==> src/hw/rtl/esp_div_pipe.sv <==
// pipelined restoring divider with a sideband that travels with each request
// depends on nothing; stage load enables come from the owner's flow control
module esp_div_pipe #(
   parameter int DEN_W  = 9,
   parameter int QUO_W  = 41,
   parameter int STEPS  = 7,
   parameter int SIDE_W = 8,
   parameter int STAGES = (QUO_W + STEPS - 1) / STEPS
) (
   input  logic              clock,
   input  logic [STAGES-1:0] en,
   input  logic [DEN_W-1:0]  in_rem,
   input  logic [QUO_W-1:0]  in_bits,
   input  logic [DEN_W-1:0]  in_den,
   input  logic [SIDE_W-1:0] in_side,
   output logic [QUO_W-1:0]  out_quo,
   output logic [DEN_W-1:0]  out_rem,
   output logic [SIDE_W-1:0] out_side
);

   logic [DEN_W-1:0]  rem_ff  [STAGES];
   logic [QUO_W-1:0]  bits_ff [STAGES];
   logic [DEN_W-1:0]  den_ff  [STAGES];
   logic [SIDE_W-1:0] side_ff [STAGES];
   logic [DEN_W-1:0]  rem_in  [STAGES];
   logic [QUO_W-1:0]  bits_in [STAGES];

   // several shift-subtract steps per stage
   always_comb begin
      logic [DEN_W-1:0] r;
      logic [QUO_W-1:0] b;
      logic [DEN_W-1:0] d;
      logic [DEN_W:0]   wide;
      logic [DEN_W:0]   diff;
      for (int s = 0; s < STAGES; s++) begin
         if (s == 0) begin
            r = in_rem;
            b = in_bits;
            d = in_den;
         end else begin
            r = rem_ff[s-1];
            b = bits_ff[s-1];
            d = den_ff[s-1];
         end
         for (int j = 0; j < STEPS; j++) begin
            if (s * STEPS + j < QUO_W) begin
               wide = {r, b[QUO_W-1]};
               diff = wide - {1'b0, d};
               if (wide >= {1'b0, d}) begin
                  r = diff[DEN_W-1:0];
                  b = {b[QUO_W-2:0], 1'b1};
               end else begin
                  r = wide[DEN_W-1:0];
                  b = {b[QUO_W-2:0], 1'b0};
               end
            end
         end
         rem_in[s]  = r;
         bits_in[s] = b;
      end
   end

   // stage registers
   always_ff @(posedge clock) begin
      for (int s = 0; s < STAGES; s++) begin
         if (en[s]) begin
            rem_ff[s]  <= rem_in[s];
            bits_ff[s] <= bits_in[s];
            den_ff[s]  <= (s == 0) ? in_den : den_ff[s-1];
            side_ff[s] <= (s == 0) ? in_side : side_ff[s-1];
         end
      end
   end

   assign out_quo  = bits_ff[STAGES-1];
   assign out_rem  = rem_ff[STAGES-1];
   assign out_side = side_ff[STAGES-1];

endmodule

==> config.mk <==
export PLATFORM = sky130hd
export DESIGN_NAME = esp_div_pipe
export DESIGN_NICKNAME = d
export VERILOG_FILES = /design/src/hw/rtl/esp_div_pipe.sv
export SDC_FILE = /design/constraint.sdc
export NUM_CORES = 1
export LEC_CHECK = 0
export ABC_CLOCK_PERIOD_IN_PS = 31500
export BUFFER_PORTS_ARGS = -buffer_cell sky130_fd_sc_hd__clkbuf_2
export CAP_MARGIN = 15
export CORE_MARGIN = 10
export CORE_UTILIZATION = 48
export CTS_BUF_LIST = sky130_fd_sc_hd__clkbuf_16
export DETAILED_ROUTE_END_ITERATION = 8
export MAX_ROUTING_LAYER = met4
export SYNTH_ARGS = -nofsm -noshare
export SYNTH_HDL_FRONTEND = slang
export SYNTH_SLANG_ARGS = --single-unit
==> constraint.sdc <==
create_clock -name clock -period 31.5 [get_ports clock]
set_input_delay 3.15 -clock clock [delete_from_list [all_inputs] [get_ports clock]]
set_output_delay 3.15 -clock clock [all_outputs]
set_load 0.005 [all_outputs]
==> flow_summary.yaml, run 1 <==
sta:
  slew_headroom_pct: 31.1
  finalSetupViolations: 0
  finalCritPeriodShare_pct: 60.7
  skew_ns: 0.0371
  tightestPinTransition_ns: 1.00
  fin_setup_tns_ns: 0
  fmax_mhz: 52.3
  maxSlewViolCount: 0
  finalWorstSetupSlack_ns: 12.39
  period_minus_slack_ns: 19.11
  rsz0062_at_grt: "false"
  finalHoldViolCount: 0
synthesis:
  synth_top_area_share_pct: 37.3
  synth-seq-cells: 393
  async_flop_share_pct: 0
  synth.area.top_cells: "edfxtp_1 (37%), ha_1 (15%), mux2_2 (5.7%), xnor2_1 (4.4%), a21oi_1 (3.5%)"
  synth_top_family_by_area: "adder cells"
  muxShareOfSynthArea_pct: 7.84
  synth-warning-count: 0
  yosys.area_share.adder_pct: 17.2
  synth-simple-area-share_pct: 11.4
  syn_area_um2: 31700
  synthDistinctLibCells: 83
  synth_top_flop_cell: "edfxtp_1"
  synth-xor-area-share_pct: 7.02
  syn-num-nets: 3511
  synth.avg_cell_area_um2: 10.5
  syn_inst: 3027
  ys_seq_area_share_pct: 37.3
  yosys.area.top_type: "edfxtp_1"
  synth_edf_count: 393
  synth_compound_area_share_pct: 16.1
min_path:
  hold_class: "flip-flop to flip-flop"
critical_path:
  path_delay_family: "compound AO/OA/AOI/OAI gates"
  max_stage_delay_ns: 0.68
  slowest_stage: "mux2i_1"
  crit_fanout: 22
  crit_arrival_ns: 19.47
  critPathMostFrequentCell: "o21ai_0"
  crit_path_end_kind: "flip-flop"
  cp.buffers_inverters: 8
  criticalPathCategory: "input pin to flip-flop"
  worstPathRequired_ns: 31.86
  cp-start-kind: "input pin"
placed_design:
  routabilityCongestion: 0.898
  io_buffers: 131
  dp_slack_ns: 12.03
  hpwl_mm: 61.3
  place_area_um2: 33400
floorplan:
  ios: 132
  rows: 94
  die_w_um: 277
  start_util_pct: 48.3
  core_area_um2: 65600
  chipHeight_um: 277
  die-area_um2: 76700
detailed_routing:
  drt_iter0_drc: 1466
  drc_errors: 0
  wl_per_cell_um: 19.4
  vias_per_cell: 5.78
  ant_nets: 0
  drt-pass1-iter-count: 5
  vias: 23600
  wirelength_mm: 79.2
cells_and_area:
  drive_gt1_share_pct: 13.5
  areaGrowthSynthToFinish_pct: 10.0
  nets: 3673
  final_area_um2: 34800
  final_cell_mix: "edfxtp_1 (393), ha_1 (369), inv_1 (236)"
  final_common_cell: "edfxtp_1"
  antenna_cells: 0
grt:
  track_usage_pct: 20.7
  grt_pass1_wl_mm: 127
  grt_max_degree: 59
  antenna_found_initial: 0
  overflow: 0
  grt_pass1_vias: 23700
cts:
  cts-resized-gates: 0
  clk_pin_slew_ns: 0.06
  insertion_delay_ns: 0.61
  cts_root_buf: "clkbuf_16"
  ctsHtreeMaxLevel: 2
  clockBufferDepth: 3
  post-cts-setup-buffer-count: 0
  cts_buffers: 45
  hold_buffers: 0
  tritoncts: "built"
  clock-sinks: 393
run_status:
  status: "completed"
run:
  cap_violations: 0
-- final timing paths --
path / startpoint / end / slack, ns / depth (start not counted)
setup reg to reg: den_ff[3][1]$_DFFE_PP_ / rem_ff[4][6]$_DFFE_PP_ / 13.59 / 60
setup / recovery: in_den[1] / rem_ff[0][2]$_DFFE_PP_ / 12.39 / 66
hold reg to reg: bits_ff[3][28]$_DFFE_PP_ / bits_ff[4][35]$_DFFE_PP_ / 0.41 / 0
hold / removal: bits_ff[3][28]$_DFFE_PP_ / bits_ff[4][35]$_DFFE_PP_ / 0.41 / 0
-- cell families after synthesis --
logic type	Yosys count
flip-flops	393
buffers and inverters	271
XOR/XNOR	254
AO/OA/AOI/OAI	766
AND/OR/NAND/NOR	706
multiplexers	227
adder cells (fa/ha/maj)	410
-- per-layer routing --
metal	up-vias	GRT usage, %	wire length [um]
met4	0	5.00	1720
met2	425	34.7	38300
met5	-	-	0
met1	11400	26.3	36700
li1	11700	-	-
met3	115	2.44	2530
-- cells in the mapped netlist (21+ instances only) --
cell / number
or2_2: 23
nand3_1: 29
nor2_1: 186
xnor2_1: 159
nor3_1: 55
nand2b_1: 54
nor2b_1: 81
edfxtp_1: 393
a21oi_1: 219
xor2_1: 95
o21ai_0: 149
ha_1: 369
nand2_1: 131
inv_1: 227
o21bai_1: 22
o21a_1: 30
a211oi_1: 30
clkbuf_1: 21
nand4_1: 74
fa_1: 41
mux2_2: 160
a21o_1: 120
mux2i_1: 65
-- state kept, by name (all words and copies together) (netlist names) --
name,cells
den_ff,45
bits_ff,246
side_ff,48
rem_ff,54
-- per-stage QoR --
step | hold slack (ns) | util [%] | cells
floorplan | 0.400 | - | 3027
global placement | 0.401 | 50.9 | 4005
detailed placement | 0.405 | 50.9 | 4005
CTS | 0.409 | 53.1 | 4084
global route | 0.413 | 53.1 | 4085
finish | 0.412 | 53.1 | 4085
-- layout make-up --
class,instances,area [um2]
clock buffer,45,1130
clock inverter,34,290
fill,5842,30800
inverter,238,893
multi-input combinational,2363,18900
sequential,393,11800
tap,864,1080
timing repair buffer,148,796
Power of run 1 is left out: the tool's default activity adds up to more than one toggle a clock period on the data nets, which glitch-free logic cannot reach.
==> run 2, diff against run 1 <==
Settings changed: ABC_AREA from default to 1, ABC_CLOCK_PERIOD_IN_PS 31500 to 19200.
Clock period 31.5 ns to 19.2 ns, I/O delays scaled along.
==> run 2 against run 1 <==
  * First-iteration DRC count grew 6.2%
  * Critical path depth grew 5
  * Utilization is 0.31 points lower
  * Critical endpoint is now rem_ff[0][3]$_DFFE_PP_
  * Clock-buffer cell count grew 2
  * Via count up 11%
  * Clock skew down 0.018 ns
  * Sequential share of layout area down 1.3 points
  * Die area rose by 4.3%
==> flow_summary.yaml, run 2 <==
cts:
  cts_buffers: 47
  ctsHtreeMaxLevel: 2
  clockBufferDepth: 3
  clk_pin_slew_ns: 0.06
  clock-sinks: 393
  cts_root_buf: "clkbuf_16"
  hold_buffers: 0
  cts-resized-gates: 0
  insertion_delay_ns: 0.59
  tritoncts: "built"
  post-cts-setup-buffer-count: 0
sta:
  tightestPinTransition_ns: 1.04
  finalHoldViolCount: 0
  finalSetupViolations: 0
  period_minus_slack_ns: 14.21
  hold_slack_ns: 0.406
  slew_headroom_pct: 30.6
  maxSlewViolCount: 0
  rsz0062_at_grt: "false"
  finalCritPeriodShare_pct: 74.0
  fmax_mhz: 70.4
  skew_ns: 0.0194
  fin_setup_tns_ns: 0
synthesis:
  synth_edf_count: 393
  synth_top_area_share_pct: 35.6
  yosysMostFrequentCell: "nand2_1"
  syn-num-nets: 4446
  syn_inst: 3962
  synth.avg_cell_area_um2: 8.37
  synthDistinctLibCells: 52
  async_flop_share_pct: 0
  syn_area_um2: 33100
  synth.area.top_cells: "edfxtp_1 (36%), ha_1 (14%), nand2_1 (13%), inv_1 (6.0%), nand3_1 (4.7%)"
  synthTopCellsByCount: "nand2_1 (1146), inv_1 (528), edfxtp_1 (393)"
  yosys.area.top_type: "edfxtp_1"
  ys_seq_area_share_pct: 35.6
  synth_top_flop_cell: "edfxtp_1"
  synth-warning-count: 0
  synth-seq-cells: 393
critical_path:
  cp-start-kind: "input pin"
  reg2regPathDepth: 73
  slowest_stage: "a221oi_1"
  crit_arrival_ns: 14.66
  max_stage_delay_ns: 0.55
  critPathMostFrequentCell: "nand2_1"
  crit_fanout: 14
  criticalPathCategory: "input pin to flip-flop"
  worstPathRequired_ns: 19.65
  crit_path_end_kind: "flip-flop"
detailed_routing:
  vias_per_cell: 5.18
  ant_nets: 0
  drt-pass1-iter-count: 5
  wl_per_cell_um: 15.9
  drc_errors: 0
  drt_iter0_drc: 1557
  vias: 26300
  wirelength_mm: 80.6
cells_and_area:
  antenna_cells: 0
  largest_reg_flops: 246
  nets: 4596
  regMostFlops: "bits_ff"
  top_regs: "bits_ff (246), rem_ff (54), side_ff (48)"
  final_common_cell: "nand2_1"
  drive_gt1_share_pct: 9.23
  areaGrowthSynthToFinish_pct: 9.20
  final_cell_mix: "nand2_1 (1146), inv_1 (533), edfxtp_1 (393)"
placed_design:
  routabilityCongestion: 0.913
  hpwl_mm: 62.2
  io_buffers: 131
run:
  cap_violations: 0
grt:
  antenna_found_initial: 1
  grt_pass1_vias: 25400
  gr-max-usage-layer: "met2"
  use_met2_pct: 35.1
  track_usage_pct: 20.8
  grt_max_degree: 68
  grt_pass1_wl_mm: 131
  grtUsageMet3_pct: 2.14
  overflow: 0
  grtUsageMet1_pct: 26.4
min_path:
  hold_class: "flip-flop to flip-flop"
  min_path_cells: 0
floorplan:
  chipHeight_um: 283
  ios: 132
  start_util_pct: 48.3
  die_w_um: 283
  rows: 96
  core_area_um2: 68600
  die-area_um2: 80000
run_status:
  status: "completed"
[run 2: kinds of logic (layout without fill, tap and decap cells)]
logic type | after synthesis | after routing | share of synthesized area [%]
AOI/OAI and AO/OA | 518 | 518 | 9.25
xor gates and xnor gates | 265 | 265 | 7.00
adders and majority gates | 410 | 410 | 16.4
buffers and inverters | 571 | 757 | 7.07
DFF | 393 | 393 | 35.6
and+or+nand+nor | 1805 | 1805 | 24.7
[run 2: cell type report]
| cell class | instances | area (um2) |
|---|---|---|
| fill | 6593 | 32400 |
| multi-input combinational | 2998 | 19000 |
| sequential | 393 | 11800 |
| inverter | 533 | 2000 |
| clock buffer | 47 | 1180 |
| tap | 931 | 1160 |
| timing repair buffer | 139 | 731 |
| clock inverter | 38 | 318 |
[run 2: path summary, 6_finish.rpt]
| kind | slack, ns | startpoint | end |
|---|---|---|---|
| worst max register to register | 5.20 | den_ff[2][1]$_DFFE_PP_ | rem_ff[3][2]$_DFFE_PP_ |
| worst min-delay path | 0.41 | side_ff[4][3]$_DFFE_PP_ | side_ff[5][3]$_DFFE_PP_ |
| worst max-delay path | 4.99 | in_den[1] | rem_ff[0][3]$_DFFE_PP_ |
| worst min register to register | 0.41 | side_ff[4][3]$_DFFE_PP_ | side_ff[5][3]$_DFFE_PP_ |
[run 2: metrics by stage]
step	worst slack [ns]	cell area (um2)	cells	util, %
2_1_floorplan	6.58	33100	3962	-
3_3_place_gp	4.80	34700	4994	50.6
3_5_place_dp	4.50	34700	4994	50.6
4_1_cts	5.09	36200	5079	52.8
5_1_grt	3.63	36200	5079	52.8
6_report	4.99	36200	5079	52.8
[run 2: critical path: cells and delay by family]
family	cells	cell delay, ns
AND/OR/NAND/NOR	35	4.03
adder cells (fa/ha/maj)	7	2.89
buffers and inverters	10	1.38
AO/OA/AOI/OAI	19	4.42
[run 2: metal layers]
metal  share of wire (%)  wire length, um
met1                  46            37200
met4                 2.2             1810
met5                   0                0
met2                  48            38900
met3                 3.4             2720
Power of run 2 is left out for the same reason.
